File: src/design/rbc_pkg.sv
// ----------------------------------------------------------------------------
// Run-length coder package
// Constants, command format and status groups shared by the coder modules.
// ----------------------------------------------------------------------------
package rbc_pkg;

  // Longest literal segment and the store that holds it (two banks).
  localparam int LIT_MAX   = 128;
  localparam int LIT_IDX_W = $clog2(LIT_MAX);
  localparam int RAM_DEPTH = 2 * LIT_MAX;
  localparam int RAM_AW    = LIT_IDX_W + 1;

  // Width of the minimum repeat length register and its value after reset.
  localparam int          MIN_W            = 5;
  localparam logic [4:0]  REPEAT_MIN_RESET = 5'd3;

  // Literal count bytes carry length plus this bias; runs cap at min plus it.
  localparam logic [7:0]  LIT_BIAS = 8'd127;
  localparam logic [8:0]  CAP_BIAS = 9'd127;

  // Depth of the command queue between front and back.
  localparam int QDEPTH = 2;
  localparam int QPTR_W = $clog2(QDEPTH);

  typedef enum logic {
    CMD_REPEAT,
    CMD_LITERAL
  } cmd_kind_e;

  // One segment to be coded by the back end.
  typedef struct packed {
    cmd_kind_e   kind;
    logic [7:0]  code;       // count byte
    logic [7:0]  value;      // repeated byte
    logic [7:0]  lit_len;    // literal length, 1 to 128
    logic        bank;       // store bank holding the literal bytes
    logic        frame_end;
    logic [31:0] frame_len;
  } cmd_t;

  // Back end hands a store bank back to the front.
  typedef struct packed {
    logic done;
    logic bank;
  } bank_rel_t;

  // Store write request from the front.
  typedef struct packed {
    logic              we;
    logic [RAM_AW-1:0] addr;
    logic [7:0]        data;
  } store_wr_t;

endpackage

File: src/design/rbc_ram.sv
// ----------------------------------------------------------------------------
// Generic RAM
// One write port and one read port with registered, enabled read data.
// ----------------------------------------------------------------------------
module rbc_ram #(
  parameter int WIDTH = 8,
  parameter int DEPTH = 256
) (
  input  logic                     clk_i,
  input  logic                     we_i,
  input  logic [$clog2(DEPTH)-1:0] waddr_i,
  input  logic [WIDTH-1:0]         wdata_i,
  input  logic                     re_i,
  input  logic [$clog2(DEPTH)-1:0] raddr_i,
  output logic [WIDTH-1:0]         rdata_o
);

  logic [WIDTH-1:0] mem_q [DEPTH];
  logic [WIDTH-1:0] rdata_q;

  // Write and registered read.
  always_ff @(posedge clk_i) begin
    if (we_i) begin
      mem_q[waddr_i] <= wdata_i;
    end
    if (re_i) begin
      rdata_q <= mem_q[raddr_i];
    end
  end

  assign rdata_o = rdata_q;

endmodule

File: src/design/rbc_front.sv
// ----------------------------------------------------------------------------
// Run-length coder front end
// Accepts bytes, tracks runs and literal segments, fills the literal store
// and issues segment commands to the back end.
// ----------------------------------------------------------------------------
module rbc_front (
  input  logic                 clk_i,
  input  logic                 rst_ni,
  input  logic                 push_i,
  input  logic [7:0]           data_byte_i,
  input  logic                 frame_last_i,
  input  logic [4:0]           repeat_min_i,
  output logic                 full_o,
  output rbc_pkg::cmd_t        cmd_o,
  output logic                 cmd_push_o,
  input  logic                 q_full_i,
  input  rbc_pkg::bank_rel_t   rel_i,
  output rbc_pkg::store_wr_t   wr_o
);
  import rbc_pkg::*;

  localparam logic [1:0] F_IDLE = 2'd0;
  localparam logic [1:0] F_STEP = 2'd1;
  localparam logic [1:0] F_FILL = 2'd2;
  localparam logic [1:0] F_LAST = 2'd3;

  logic [1:0]       state_q, state_d;
  logic [7:0]       byte_q, byte_d;
  logic             last_q, last_d;
  logic [7:0]       run_val_q, run_val_d;
  logic [7:0]       run_len_q, run_len_d;
  logic             lit_q, lit_d;
  logic [7:0]       seg_q, seg_d;
  logic [31:0]      cc_q, cc_d;
  logic [MIN_W-1:0] amin_q, amin_d;
  logic             open_q, open_d;
  logic             bank_q, bank_d;
  logic [1:0]       busy_q, busy_d;
  logic [MIN_W-1:0] fill_idx_q, fill_idx_d;
  logic             fill_last_q, fill_last_d;

  logic             accept;
  logic [1:0]       nxt;
  logic [7:0]       min8;
  logic             eq;
  logic [8:0]       len1;
  logic [7:0]       rl;
  logic             cmd_push;
  logic             go_idle;
  cmd_kind_e        push_kind;
  logic [7:0]       push_len;
  logic [7:0]       push_code;
  logic [7:0]       push_val;
  logic             push_end;
  logic [31:0]      add;
  logic [31:0]      flen;

  assign full_o = (state_q != F_IDLE);
  assign accept = push_i && !full_o;
  assign nxt    = last_q ? F_LAST : F_IDLE;
  assign min8   = {3'b000, amin_q};
  assign eq     = (byte_q == run_val_q);
  assign len1   = {1'b0, run_len_q} + 9'd1;
  assign rl     = eq ? (run_len_q + 8'd1) : 8'd1;

  // Sequencer: classify the held byte and drive pushes and store writes.
  always_comb begin
    state_d     = state_q;
    byte_d      = byte_q;
    last_d      = last_q;
    run_val_d   = run_val_q;
    run_len_d   = run_len_q;
    lit_d       = lit_q;
    seg_d       = seg_q;
    cc_d        = cc_q;
    amin_d      = amin_q;
    open_d      = open_q;
    bank_d      = bank_q;
    busy_d      = busy_q;
    fill_idx_d  = fill_idx_q;
    fill_last_d = fill_last_q;
    cmd_push    = 1'b0;
    go_idle     = 1'b0;
    push_kind   = CMD_REPEAT;
    push_len    = '0;
    push_code   = '0;
    push_val    = '0;
    push_end    = 1'b0;
    wr_o        = '0;

    // A bank whose literal has been sent out is free again.
    if (rel_i.done) begin
      busy_d[rel_i.bank] = 1'b0;
    end

    case (state_q)
      F_IDLE: begin
        if (accept) begin
          byte_d  = data_byte_i;
          last_d  = frame_last_i;
          state_d = F_STEP;
          if (!open_q) begin
            amin_d = repeat_min_i;
            open_d = 1'b1;
          end
        end
      end

      F_STEP: begin
        if (!lit_q) begin
          if (run_len_q == 8'd0) begin
            run_val_d = byte_q;
            run_len_d = 8'd1;
            state_d   = nxt;
          end else if (eq) begin
            // Extend the run; at the cap the run is sent and restarted.
            if (len1 >= ({4'b0000, amin_q} + CAP_BIAS)) begin
              if (!q_full_i) begin
                cmd_push  = 1'b1;
                push_code = len1[7:0] - min8;
                push_val  = run_val_q;
                push_end  = last_q;
                run_len_d = 8'd0;
                state_d   = nxt;
              end
            end else begin
              run_len_d = len1[7:0];
              state_d   = nxt;
            end
          end else if (run_len_q >= min8) begin
            if (!q_full_i) begin
              cmd_push  = 1'b1;
              push_code = run_len_q - min8;
              push_val  = run_val_q;
              run_val_d = byte_q;
              run_len_d = 8'd1;
              state_d   = nxt;
            end
          end else if (!busy_q[bank_q]) begin
            // Short run broken: it opens a literal segment.
            fill_idx_d  = '0;
            fill_last_d = 1'b0;
            state_d     = F_FILL;
          end
        end else begin
          if (rl >= min8) begin
            // A run reaching the minimum closes the literal before it.
            if (!q_full_i) begin
              cmd_push  = 1'b1;
              push_kind = CMD_LITERAL;
              push_len  = seg_q - (eq ? run_len_q : 8'd0);
              lit_d     = 1'b0;
              seg_d     = 8'd0;
              run_val_d = byte_q;
              run_len_d = rl;
              state_d   = nxt;
            end
          end else if (seg_q >= 8'(LIT_MAX)) begin
            if (!q_full_i) begin
              cmd_push  = 1'b1;
              push_kind = CMD_LITERAL;
              push_len  = seg_q;
              lit_d     = 1'b0;
              seg_d     = 8'd0;
              run_val_d = byte_q;
              run_len_d = 8'd1;
              state_d   = nxt;
            end
          end else begin
            wr_o.we   = 1'b1;
            wr_o.addr = {bank_q, seg_q[LIT_IDX_W-1:0]};
            wr_o.data = byte_q;
            seg_d     = seg_q + 8'd1;
            run_val_d = byte_q;
            run_len_d = rl;
            state_d   = nxt;
          end
        end
      end

      F_FILL: begin
        if ({3'b000, fill_idx_q} < run_len_q) begin
          // Copy the run value into the store, one entry a cycle.
          wr_o.we    = 1'b1;
          wr_o.addr  = {bank_q, LIT_IDX_W'(fill_idx_q)};
          wr_o.data  = run_val_q;
          fill_idx_d = fill_idx_q + 5'd1;
        end else if (!fill_last_q) begin
          wr_o.we   = 1'b1;
          wr_o.addr = {bank_q, run_len_q[LIT_IDX_W-1:0]};
          wr_o.data = byte_q;
          seg_d     = run_len_q + 8'd1;
          lit_d     = 1'b1;
          run_val_d = byte_q;
          run_len_d = 8'd1;
          state_d   = nxt;
        end else if (!q_full_i) begin
          cmd_push  = 1'b1;
          push_kind = CMD_LITERAL;
          push_len  = run_len_q;
          push_end  = 1'b1;
          go_idle   = 1'b1;
        end
      end

      F_LAST: begin
        // Close whatever segment is still open at frame end.
        if (lit_q) begin
          if (!q_full_i) begin
            cmd_push  = 1'b1;
            push_kind = CMD_LITERAL;
            push_len  = seg_q;
            push_end  = 1'b1;
            go_idle   = 1'b1;
          end
        end else if (run_len_q == 8'd0) begin
          go_idle = 1'b1;
        end else if (run_len_q >= min8) begin
          if (!q_full_i) begin
            cmd_push  = 1'b1;
            push_code = run_len_q - min8;
            push_val  = run_val_q;
            push_end  = 1'b1;
            go_idle   = 1'b1;
          end
        end else if (!busy_q[bank_q]) begin
          fill_idx_d  = '0;
          fill_last_d = 1'b1;
          state_d     = F_FILL;
        end
      end

      default: begin
        state_d = F_IDLE;
      end
    endcase

    // Running code length; a literal hands its bank over and swaps banks.
    add  = (push_kind == CMD_LITERAL) ? ({24'd0, push_len} + 32'd1) : 32'd2;
    flen = cc_q + add;
    if (cmd_push) begin
      cc_d = flen;
      if (push_kind == CMD_LITERAL) begin
        busy_d[bank_q] = 1'b1;
        bank_d         = ~bank_q;
      end
    end

    if (go_idle) begin
      run_val_d = '0;
      run_len_d = '0;
      lit_d     = 1'b0;
      seg_d     = '0;
      cc_d      = '0;
      open_d    = 1'b0;
      state_d   = F_IDLE;
    end
  end

  // Command to the queue.
  always_comb begin
    cmd_o.kind      = push_kind;
    cmd_o.code      = (push_kind == CMD_LITERAL) ? (push_len + LIT_BIAS) : push_code;
    cmd_o.value     = push_val;
    cmd_o.lit_len   = push_len;
    cmd_o.bank      = bank_q;
    cmd_o.frame_end = push_end;
    cmd_o.frame_len = push_end ? flen : 32'd0;
  end

  assign cmd_push_o = cmd_push;

  // Control state.
  always_ff @(posedge clk_i or negedge rst_ni) begin
    if (!rst_ni) begin
      state_q     <= F_IDLE;
      run_val_q   <= '0;
      run_len_q   <= '0;
      lit_q       <= 1'b0;
      seg_q       <= '0;
      cc_q        <= '0;
      amin_q      <= REPEAT_MIN_RESET;
      open_q      <= 1'b0;
      bank_q      <= 1'b0;
      busy_q      <= '0;
      fill_idx_q  <= '0;
      fill_last_q <= 1'b0;
    end else begin
      state_q     <= state_d;
      run_val_q   <= run_val_d;
      run_len_q   <= run_len_d;
      lit_q       <= lit_d;
      seg_q       <= seg_d;
      cc_q        <= cc_d;
      amin_q      <= amin_d;
      open_q      <= open_d;
      bank_q      <= bank_d;
      busy_q      <= busy_d;
      fill_idx_q  <= fill_idx_d;
      fill_last_q <= fill_last_d;
    end
  end

  // Held input byte.
  always_ff @(posedge clk_i) begin
    byte_q <= byte_d;
    last_q <= last_d;
  end

endmodule

File: src/design/rbc_cmd_queue.sv
// ----------------------------------------------------------------------------
// Command queue
// Short first-in first-out queue of segment commands from front to back.
// ----------------------------------------------------------------------------
module rbc_cmd_queue (
  input  logic          clk_i,
  input  logic          rst_ni,
  input  logic          push_i,
  input  rbc_pkg::cmd_t cmd_i,
  output logic          full_o,
  input  logic          pop_i,
  output rbc_pkg::cmd_t cmd_o,
  output logic          empty_o
);
  import rbc_pkg::*;

  cmd_t              ent_q [QDEPTH];
  logic [QPTR_W-1:0] wp_q, rp_q;
  logic [QPTR_W:0]   cnt_q;
  logic              do_push, do_pop;

  assign full_o  = (cnt_q == (QPTR_W + 1)'(QDEPTH));
  assign empty_o = (cnt_q == '0);
  assign do_push = push_i && !full_o;
  assign do_pop  = pop_i && !empty_o;
  assign cmd_o   = ent_q[rp_q];

  // Pointers and fill level.
  always_ff @(posedge clk_i or negedge rst_ni) begin
    if (!rst_ni) begin
      wp_q  <= '0;
      rp_q  <= '0;
      cnt_q <= '0;
    end else begin
      if (do_push) begin
        wp_q <= wp_q + 1'b1;
      end
      if (do_pop) begin
        rp_q <= rp_q + 1'b1;
      end
      if (do_push && !do_pop) begin
        cnt_q <= cnt_q + 1'b1;
      end else if (do_pop && !do_push) begin
        cnt_q <= cnt_q - 1'b1;
      end
    end
  end

  // Entries.
  always_ff @(posedge clk_i) begin
    if (do_push) begin
      ent_q[wp_q] <= cmd_i;
    end
  end

endmodule

File: src/design/rbc_back.sv
// ----------------------------------------------------------------------------
// Run-length coder back end
// Turns segment commands into results of up to four code bytes, reading
// literal bytes from the store, and holds each result until it is taken.
// ----------------------------------------------------------------------------
module rbc_back (
  input  logic                         clk_i,
  input  logic                         rst_ni,
  input  rbc_pkg::cmd_t                cmd_i,
  input  logic                         q_empty_i,
  output logic                         q_pop_o,
  output logic                         rd_en_o,
  output logic [rbc_pkg::RAM_AW-1:0]   rd_addr_o,
  input  logic [7:0]                   rd_data_i,
  output rbc_pkg::bank_rel_t           rel_o,
  input  logic                         pop_i,
  output logic                         empty_o,
  output logic [7:0]                   out_byte0_o,
  output logic [7:0]                   out_byte1_o,
  output logic [7:0]                   out_byte2_o,
  output logic [7:0]                   out_byte3_o,
  output logic [2:0]                   byte_count_o,
  output logic                         frame_end_o,
  output logic [31:0]                  frame_length_o
);
  import rbc_pkg::*;

  logic                 busy_q;
  logic [3:0][7:0]      word_q;
  logic [1:0]           pos_q;
  logic [7:0]           rd_rem_q;
  logic [7:0]           cap_rem_q;
  logic [LIT_IDX_W-1:0] rd_idx_q;
  logic                 bank_q;
  logic                 pend_q;
  logic                 end_q;
  logic [31:0]          flen_q;

  logic                 out_valid_q;
  logic [3:0][7:0]      out_q;
  logic [2:0]           cnt_q;
  logic                 oend_q;
  logic [31:0]          olen_q;

  logic                 out_free;
  logic                 full_word;
  logic                 capture;
  logic                 take;
  logic                 load_word;
  logic [3:0][7:0]      word_out;

  assign out_free  = !out_valid_q || pop_i;
  assign full_word = (pos_q == 2'd3) || (cap_rem_q == 8'd1);
  assign capture   = pend_q && (!full_word || out_free);
  assign load_word = capture && full_word;
  assign take      = !busy_q && !q_empty_i && ((cmd_i.kind == CMD_LITERAL) || out_free);
  assign q_pop_o   = take;

  // Store read: one entry a cycle while the captured data can move on.
  assign rd_en_o   = busy_q && (rd_rem_q != 8'd0) && (!pend_q || capture);
  assign rd_addr_o = {bank_q, rd_idx_q};

  assign rel_o.done = capture && (cap_rem_q == 8'd1);
  assign rel_o.bank = bank_q;

  // Result word: bytes gathered so far, the new byte, zeros beyond.
  always_comb begin
    for (int i = 0; i < 4; i++) begin
      if (2'(i) < pos_q) begin
        word_out[i] = word_q[i];
      end else if (2'(i) == pos_q) begin
        word_out[i] = rd_data_i;
      end else begin
        word_out[i] = 8'd0;
      end
    end
  end

  // Literal assembly control.
  always_ff @(posedge clk_i or negedge rst_ni) begin
    if (!rst_ni) begin
      busy_q    <= 1'b0;
      pend_q    <= 1'b0;
      pos_q     <= '0;
      rd_rem_q  <= '0;
      cap_rem_q <= '0;
      rd_idx_q  <= '0;
    end else begin
      if (take && (cmd_i.kind == CMD_LITERAL)) begin
        busy_q    <= 1'b1;
        pos_q     <= 2'd1;
        rd_rem_q  <= cmd_i.lit_len;
        cap_rem_q <= cmd_i.lit_len;
        rd_idx_q  <= '0;
      end
      if (rd_en_o) begin
        rd_idx_q <= rd_idx_q + 1'b1;
        rd_rem_q <= rd_rem_q - 8'd1;
      end
      pend_q <= rd_en_o || (pend_q && !capture);
      if (capture) begin
        cap_rem_q <= cap_rem_q - 8'd1;
        pos_q     <= full_word ? 2'd0 : (pos_q + 2'd1);
        if (cap_rem_q == 8'd1) begin
          busy_q <= 1'b0;
        end
      end
    end
  end

  // Literal payload held during assembly.
  always_ff @(posedge clk_i) begin
    if (take && (cmd_i.kind == CMD_LITERAL)) begin
      word_q[0] <= cmd_i.code;
      bank_q    <= cmd_i.bank;
      end_q     <= cmd_i.frame_end;
      flen_q    <= cmd_i.frame_len;
    end else if (capture && !full_word) begin
      word_q[pos_q] <= rd_data_i;
    end
  end

  // Result register valid flag.
  always_ff @(posedge clk_i or negedge rst_ni) begin
    if (!rst_ni) begin
      out_valid_q <= 1'b0;
    end else if (load_word || (take && (cmd_i.kind == CMD_REPEAT))) begin
      out_valid_q <= 1'b1;
    end else if (pop_i) begin
      out_valid_q <= 1'b0;
    end
  end

  // Result register payload.
  always_ff @(posedge clk_i) begin
    if (take && (cmd_i.kind == CMD_REPEAT)) begin
      out_q  <= {8'd0, 8'd0, cmd_i.value, cmd_i.code};
      cnt_q  <= 3'd2;
      oend_q <= cmd_i.frame_end;
      olen_q <= cmd_i.frame_len;
    end else if (load_word) begin
      out_q  <= word_out;
      cnt_q  <= {1'b0, pos_q} + 3'd1;
      oend_q <= end_q && (cap_rem_q == 8'd1);
      olen_q <= (end_q && (cap_rem_q == 8'd1)) ? flen_q : 32'd0;
    end
  end

  assign empty_o        = !out_valid_q;
  assign out_byte0_o    = out_q[0];
  assign out_byte1_o    = out_q[1];
  assign out_byte2_o    = out_q[2];
  assign out_byte3_o    = out_q[3];
  assign byte_count_o   = cnt_q;
  assign frame_end_o    = oend_q;
  assign frame_length_o = olen_q;

endmodule

File: src/design/rle_byte_compressor.sv
// ----------------------------------------------------------------------------
// Run-length byte compressor
// Run-length coder: raw frame bytes in, results of up to four code
// bytes out, frame code length given on the frame's final result.
// ----------------------------------------------------------------------------
// The front end accepts each byte, then classifies it; a frame's last
// byte then passes through a closing step for the open segment. When a
// short run turns into a literal segment, the front end copies that run
// into the literal store and then writes the byte that broke it; a short
// trailing run at frame end is copied and then sent. A full command queue
// holds the front end until the back end takes a command. The back end
// reads literal bytes through the store's single read port at one byte a
// cycle while its result register can take them. The store has two banks
// of 128 bytes; a new literal segment waits while its bank still holds a
// literal that has not been sent out. The minimum run length is sampled at
// a frame's first byte and holds until the frame ends.
// ----------------------------------------------------------------------------
module rle_byte_compressor (
  input  logic        clk_i,
  input  logic        rst_ni,
  input  logic        push,
  output logic        full,
  input  logic [7:0]  data_byte_i,
  input  logic        frame_last_i,
  input  logic        cfg_valid_i,
  output logic        cfg_ready_o,
  input  logic [4:0]  cfg_data_i,
  output logic        empty,
  input  logic        pop,
  output logic [7:0]  out_byte0_o,
  output logic [7:0]  out_byte1_o,
  output logic [7:0]  out_byte2_o,
  output logic [7:0]  out_byte3_o,
  output logic [2:0]  byte_count_o,
  output logic        frame_end_o,
  output logic [31:0] frame_length_o
);
  import rbc_pkg::*;

  logic [MIN_W-1:0] repeat_min_q;
  cmd_t             fe_cmd;
  logic             fe_push;
  logic             q_full;
  cmd_t             q_cmd;
  logic             q_empty;
  logic             q_pop;
  bank_rel_t        rel;
  store_wr_t        wr;
  logic             rd_en;
  logic [RAM_AW-1:0] rd_addr;
  logic [7:0]       rd_data;

  // Minimum repeat length register.
  assign cfg_ready_o = 1'b1;

  always_ff @(posedge clk_i or negedge rst_ni) begin
    if (!rst_ni) begin
      repeat_min_q <= REPEAT_MIN_RESET;
    end else if (cfg_valid_i && cfg_ready_o) begin
      repeat_min_q <= cfg_data_i;
    end
  end

  // Front end: classification and store fill.
  rbc_front u_front (
    .clk_i        (clk_i),
    .rst_ni       (rst_ni),
    .push_i       (push),
    .data_byte_i  (data_byte_i),
    .frame_last_i (frame_last_i),
    .repeat_min_i (repeat_min_q),
    .full_o       (full),
    .cmd_o        (fe_cmd),
    .cmd_push_o   (fe_push),
    .q_full_i     (q_full),
    .rel_i        (rel),
    .wr_o         (wr)
  );

  // Segment commands between the two halves.
  rbc_cmd_queue u_queue (
    .clk_i   (clk_i),
    .rst_ni  (rst_ni),
    .push_i  (fe_push),
    .cmd_i   (fe_cmd),
    .full_o  (q_full),
    .pop_i   (q_pop),
    .cmd_o   (q_cmd),
    .empty_o (q_empty)
  );

  // Literal store, two banks.
  rbc_ram #(
    .WIDTH (8),
    .DEPTH (RAM_DEPTH)
  ) u_store (
    .clk_i   (clk_i),
    .we_i    (wr.we),
    .waddr_i (wr.addr),
    .wdata_i (wr.data),
    .re_i    (rd_en),
    .raddr_i (rd_addr),
    .rdata_o (rd_data)
  );

  // Back end: result packing and output register.
  rbc_back u_back (
    .clk_i          (clk_i),
    .rst_ni         (rst_ni),
    .cmd_i          (q_cmd),
    .q_empty_i      (q_empty),
    .q_pop_o        (q_pop),
    .rd_en_o        (rd_en),
    .rd_addr_o      (rd_addr),
    .rd_data_i      (rd_data),
    .rel_o          (rel),
    .pop_i          (pop),
    .empty_o        (empty),
    .out_byte0_o    (out_byte0_o),
    .out_byte1_o    (out_byte1_o),
    .out_byte2_o    (out_byte2_o),
    .out_byte3_o    (out_byte3_o),
    .byte_count_o   (byte_count_o),
    .frame_end_o    (frame_end_o),
    .frame_length_o (frame_length_o)
  );

endmodule

File: config.mk
export PLATFORM = sky130hd
export DESIGN_NAME = rle_byte_compressor
export DESIGN_NICKNAME = d
export VERILOG_FILES = /design/src/design/rbc_pkg.sv /design/src/design/rbc_ram.sv /design/src/design/rbc_front.sv /design/src/design/rbc_cmd_queue.sv /design/src/design/rbc_back.sv /design/src/design/rle_byte_compressor.sv
export SDC_FILE = /design/constraint.sdc
export NUM_CORES = 2
export LEC_CHECK = 0
export BUFFER_PORTS_ARGS = -buffer_cell sky130_fd_sc_hd__clkbuf_2
export CORE_ASPECT_RATIO = 0.5
export CORE_UTILIZATION = 50
export DETAILED_ROUTE_END_ITERATION = 10
export PLACE_DENSITY = 0.72
export SYNTH_ARGS = -nofsm -noshare
export SYNTH_HDL_FRONTEND = slang
export SYNTH_SLANG_ARGS = --single-unit
File: constraint.sdc
create_clock -name clk_i -period 28.2 [get_ports clk_i]
set_input_delay 1.41 -clock clk_i [delete_from_list [all_inputs] [get_ports clk_i]]
set_output_delay 1.41 -clock clk_i [all_outputs]
set_load 0.05 [all_outputs]
---- Word-level counts from Yosys, hierarchy flattened ----
Memories as Yosys holds them, arrays and structs flattened. A register that Yosys moved wholly into a read port is not among the register bits.
Index checks and enable logic that the tools add are counted.
word-level totals
  flip-flop bits (word level) ............. 254
  bits in writable memories ............... 2166
  output and inout port bits .............. 71
  word-level logic and storage cells ...... 378
  memories kept ........................... 2
cells by class
  add/subtract/negate cells ............... 20
  order comparisons ....................... 15
  equal/unequal tests ..................... 32
  mux-type cells .......................... 196
  bitwise logic cells ..................... 7
  reduce and logical (&&, ||, !) cells .... 67
memory list
  name           depth  width  read ports  clocked after memory_dff  wr ports  line                 source
  u_store.mem_q  256    8      1           1                         1         rbc_ram.sv:18        logic [WIDTH-1:0] mem_q [DEPTH];
  u_queue.ent_q  2      59     1           0                         1         rbc_cmd_queue.sv:17  cmd_t ent_q [QDEPTH];
operators by type and width
  kind                                              count
  2-to-1 mux 8 bit                                  73
  2-to-1 mux 32 bit                                 7
  2-to-1 mux 17 bit                                 5
  case mux 8 bit (2 select lines)                   5
  2-to-1 mux 1 bit                                  55
  2-to-1 mux 2 bit                                  25
  2-to-1 mux 5 bit                                  8
  case mux 17 bit (2 select lines)                  1
  adder 32 bit                                      1
  bitwise mux 32 bit                                1
  2-to-1 mux 16 bit                                 2
  case mux 8 bit (3 select lines)                   1
  nonzero test 2 bit                                11
  logical AND 1 bit                                 20
  adder 8 x 1 -> 9 bit, second input constant       2
  inequality test 2 bit, second input constant      9
  adder 8 x 1 -> 8 bit, second input constant       2
  demux 8 bit (select 2 bit)                        1
  >= comparator 8 x 5 -> 1 bit                      2
  subtractor 8 x 1 -> 8 bit, second input constant  2
  subtractor 8 x 5 -> 8 bit                         2
  case mux 5 bit (3 select lines)                   1
  2-to-1 mux 7 bit                                  2
  AND reduction 6 bit                               2
  53 further kinds                                  97

---- Longest topological paths before layout ----
  word-level depth ........................ 12
  depth in mapped cells ................... 26

---- Modules after synthesis ----
From an unflattened synthesis, not the netlist that was laid out.
second synthesis, totals
  cells, all modules ...................... 5498
  area, all modules ....................... 99267.7 µm²
by module, submodules not included
  module               instances  cells an instance  area an instance (µm²)
  rbc_ram              1          3733               79632.6
  rbc_front            1          1046               8291.7
  rbc_back             1          504                6391.1
  rbc_cmd_queue        1          203                4757.1
  rle_byte_compressor  1          12                 195.2

---- Least setup slack after synthesis ----
OpenSTA, ideal clock, no wires.
  path kind ............................... reg-to-reg
  start point ............................. register u_front.byte_q[3]
  end point ............................... memory u_store.mem_q[0][0], data pin
  library setup time ...................... 1391 ps
  arrival time ............................ 9321 ps
  data required time ...................... 26809 ps
  setup slack ............................. 17488 ps
  stages on the path, launching flop included .. 15
  buffers on the path ..................... 2
  clock period less this slack ............ 10712 ps
  cell sequence ........................... edfxtp_1 > xor2_1 > nor4_2 > nand2_1 > clkbuf_1 > nor2_1 > ha_1 > a21o_1 > a31oi_1 > o21ai_0 > a2111oi_4 > buf_2 > a21o_1 > a22oi_1 > nor2_1
RTL lines
  what                    line              source
  from (decl)             rbc_front.sv:28   logic [7:0] byte_q, byte_d;
  from (signal assigned)  rbc_front.sv:306  byte_q <= byte_d;
  to (decl)               rbc_ram.sv:18

==> impl_metrics.ini <==
[sta]
tightest_slew_ps = 1640
max_freq_ghz = 0.129
rsz0062_at_grt = false
setup_viol = 0
period_minus_slack_ps = 7750
skew_ps = 28.0
setup_tns_ps = 0
finalCritPeriodShare_pct = 27.5
slew_headroom_pct = -9.55
maxSlewViolCount = 120
setup_ws_ps = 20450
hold_viol = 0

[worst_setup_path]
path_class = register to register
crit_path_max_fanout = 18
cp.required_ps = 28860
cp_slowest_cell = a222oi_1
rrSetupSlack_ps = 20450
worstSetupPathDepth = 22
cp_top_family = compound AO/OA/AOI/OAI gates
startpoint = u_front.byte_q[7]$_DFFE_PP_
r2r-start = u_front.byte_q[7]$_DFFE_PP_
cp.buffers_inverters = 0
critical_path.max_stage_delay_ps = 1010
cp_common_cell = nor2_1
endpoint = u_queue.ent_q[1][30]$_DFFE_PP_
reg2reg_to = u_queue.ent_q[1][30]$_DFFE_PP_
startpoint_type = register
cp_cell_sequence = xor2_1 -> nor4_2 -> nand2_1 -> nor2_1 -> ha_1 -> nand2b_1 -> a31oi_1 -> o21ai_0 -> a21oi_1 -> nor2_1 -> a222oi_1 -> nand4b_1 -> or3b_1 -> mux2_1 -> ha_1 -> and3_1 -> a21oi_1 -> a31o_2 -> a211oi_1 -> nand2_1 -> xor2_1 -> nor2_1
worst_ep_arrival_time_ps = 8420
r2r_cells = 22
timing.critical_path.to_type = register

[run_status]
run_status = finished, violations left
violations = max-slew violations

[finish]
drive_gt1_share_pct = 23.9
final_util_pct = 55.6
seq_area_um2 = 71900
nFillCells = 14100
instances_no_fill = 7814
finalNetCount = 5115
multiInputGateArea_um2 = 24800
area_growth_pct = 10.1

[yosys]
synth_edf_count = 2290
synth_seq_cells = 2420
synth_cell_types = 90
synthTopCellsByArea = edfxtp_1 (70%), mux4_2 (16%), dfrtp_1 (2.7%)
syn_nets = 5020
synth_area_um2 = 98000
post-synth-top-area-cell = edfxtp_1
synth-main-ff-cell = edfxtp_1
synthArstFlopShare_pct = 4.59
synth.avg_cell_area_um2 = 19.9
synth-seq-area-share_pct = 73.4
ys_warn_count = 0
syn_inst = 4930
synth_top_area_share_pct = 70.2

[die]
initial_core_util_pct = 50.5
die_width_um = 628
rows = 114
core_um2 = 194000
ioPinCount = 90
die_h_um = 315
die_area_um2 = 198000

[drt]
post-route-drc-count = 0
drtIter0Drc = 6295
met3_length_um = 20900
vias_per_cell = 6.31
num_vias = 49300
drt-wirelength-per-cell_um = 29.3
wl_met2_um = 110000
wl_met1_um = 90800
ant_nets = 0
drtPass1Iterations = 8
routed.top_layer = met5
finalWirelength_um = 229000

[pwr]
p_clk_share_pct = 25.8
netSwitchingPower_mw = 3.57
pwr-share-comb_pct = 31.9
powerDensity_nw_per_um2 = 101
p_int_mw = 7.28
power_switching_share_pct = 32.9
pwr-share-seq_pct = 42.3
leakage_nw = 34.4
peakVddDrop_mv = 0.0817

[place]
io_buffer_count = 88
place_inst = 7425
hpwlAfterDp_um = 139000
routabilityCongestion = 0.886
dpl_worst_slack_ps = 20540

[clock_tree]
clock_latency_ps = 850
hold_buffers = 0
htree_levels = 4
clk_pin_slew_worst_paths_ps = 70
root_buffer = clkbuf_16
cts_resized = 0
cts_setup_buffers = 0
cts_tree = yes
clock_sinks = 2420
cts.path.max_buffers = 3
cts_buffers = 208

[global_routing]
grtUsageTotal_pct = 23.2
grt_overflow = 0
antenna_found_initial = 8
grt_pass1_wl_um = 337000
grt_pass1_vias = 49100
grt_max_degree = 254

[job]
cap_violations = 0

[min_path]
hold_class = register to register
[sequential cells by signal, indices dropped and copies added (netlist names), 8 cells and up]
signal	count
u_store.mem_q	2048
u_queue.ent_q	118
u_back.flen_q	32
u_back.frame_length_o	32
u_front.cc_q	32
u_back.word_q	24
u_back.cap_rem_q	8
u_back.out_byte0_o	8
u_back.out_byte1_o	8
u_back.out_byte2_o	8
u_back.out_byte3_o	8
u_back.rd_rem_q	8
u_front.byte_q	8
u_front.run_len_q	8
u_front.run_val_q	8
u_front.seg_q	8
u_store.rdata_o	8
[how the worst min path moves through the flow]
stage | cells past startpoint | endpoint | slack, ps | start
after floorplan | 1 | u_queue.wp_q$_DFFE_PN0P_ | 460 | u_queue.wp_q$_DFFE_PN0P_
after global routing | 1 | u_back.out_byte3_o[5]$_SDFFE_PP0P_ | 500 | u_back.out_byte3_o[5]$_SDFFE_PP0P_
after CTS | 2 | u_back.byte_count_o[2]$_SDFFE_PP0P_ | 490 | u_back.byte_count_o[2]$_SDFFE_PP0P_
final | 2 | u_back.byte_count_o[2]$_SDFFE_PP0P_ | 480 | u_back.byte_count_o[2]$_SDFFE_PP0P_
after detailed placement | 1 | u_back.out_byte3_o[5]$_SDFFE_PP0P_ | 470 | u_back.out_byte3_o[5]$_SDFFE_PP0P_
after global placement | 1 | u_back.out_byte3_o[6]$_SDFFE_PP0P_ | 480 | u_back.out_byte3_o[6]$_SDFFE_PP0P_
[layer usage]
layer,vias to the layer above,GRT usage [%]
li1,20400,-
met1,26000,32.5
met2,2560,37.0
met3,381,4.34
met4,4,8.26
met5,-,0
[power groups by stage]
stage / registers [mW] / logic (mW) / clock network [mW]
floorplan: 4.78 / 2.25 / 0
global placement: 4.66 / 3.39 / 0
detailed placement: 4.67 / 3.45 / 0
CTS: 4.59 / 3.46 / 2.83
global route: 4.61 / 3.64 / 2.96
finish: 4.59 / 3.46 / 2.80
[layout make-up]
cell class / count / share of cell area, %
Timing Repair Buffer: 167 / 1.02
Antenna cell: 1 / 0.00232
Inverter: 61 / 0.212
Tap cell: 2610 / 3.03
Multi-Input combinational cell: 2167 / 23.0
Sequential cell: 2420 / 66.7
Clock inverter: 127 / 0.950
Clock buffer: 261 / 5.13
[worst register-to-register path, cell delays in order, from the launching register on]
cell and delay, ps:
edfxtp_1 450, xor2_1 180, nor4_2 510, nand2_1 570, nor2_1 400, ha_1 290, nand2b_1 140, a31oi_1 250
o21ai_0 340, a21oi_1 500, nor2_1 150, a222oi_1 1010, nand4b_1 250, or3b_1 140, mux2_1 340, ha_1 380
and3_1 170, a21oi_1 70, a31o_2 320, a211oi_1 620, nand2_1 140, xor2_1 170, nor2_1 180
[layout by cell type, fill, tap and decap left out, types with 13 or more instances in the layout]
master,n
inv_1,59
o21ai_0,86
clkbuf_16,212
nand2b_1,15
dfrtp_1,100
a221oi_1,13
clkinv_2,42
mux2i_1,30
nand3_1,43
clkbuf_1,44
buf_4,75
xnor2_1,42
nand4_1,20
a21o_1,34
dfxtp_1,19
a22o_1,64
mux2_2,54
nor2_1,400
mux4_2,680
nor2b_1,20
clkinv_1,58
edfxtp_1,2290
and2_1,31
o31ai_1,16
nand2_1,147
ha_1,67
a22oi_1,26
nor3_1,35
xor2_1,56
bufinv_16,14
a211oi_1,28
and3_1,20
a21oi_1,74
clkbuf_2,87
[Yosys cell counts, types with 32 or more instances]
library cell  number
a21o_1            34
a21oi_1           74
a22o_1            64
and2_1            32
buf_1             35
buf_2             48
clkbuf_1         195
dfrtp_1          107
edfxtp_1        2290
ha_1              67
inv_1             60
mux2_2            54
mux4_2           680
nand2_1          147
nand3_1           43
nor2_1           409
nor3_1            35
o21ai_0           87
xnor2_1           42
xor2_1            56
[logic make-up after synthesis]
kind of cell	share of synthesized area (%)
xor+xnor	0.876
buf+inv	1.39
flops	73.4
other cells	0.00383
mux	16.6
simple gates	3.65
compound gates	3.15
fa+ha+maj	0.937
[stage by stage]
stage / cell area (um2) / hold WS, ps / total power, mW
finish: 108000 / 484 / 10.9
CTS: 108000 / 488 / 10.9
global route: 108000 / 503 / 11.2
detailed placement: 101000 / 472 / 8.12
floorplan: 98000 / 460 / 7.03
global placement: 101000 / 477 / 8.05
(Power assumes the default switching activity.)
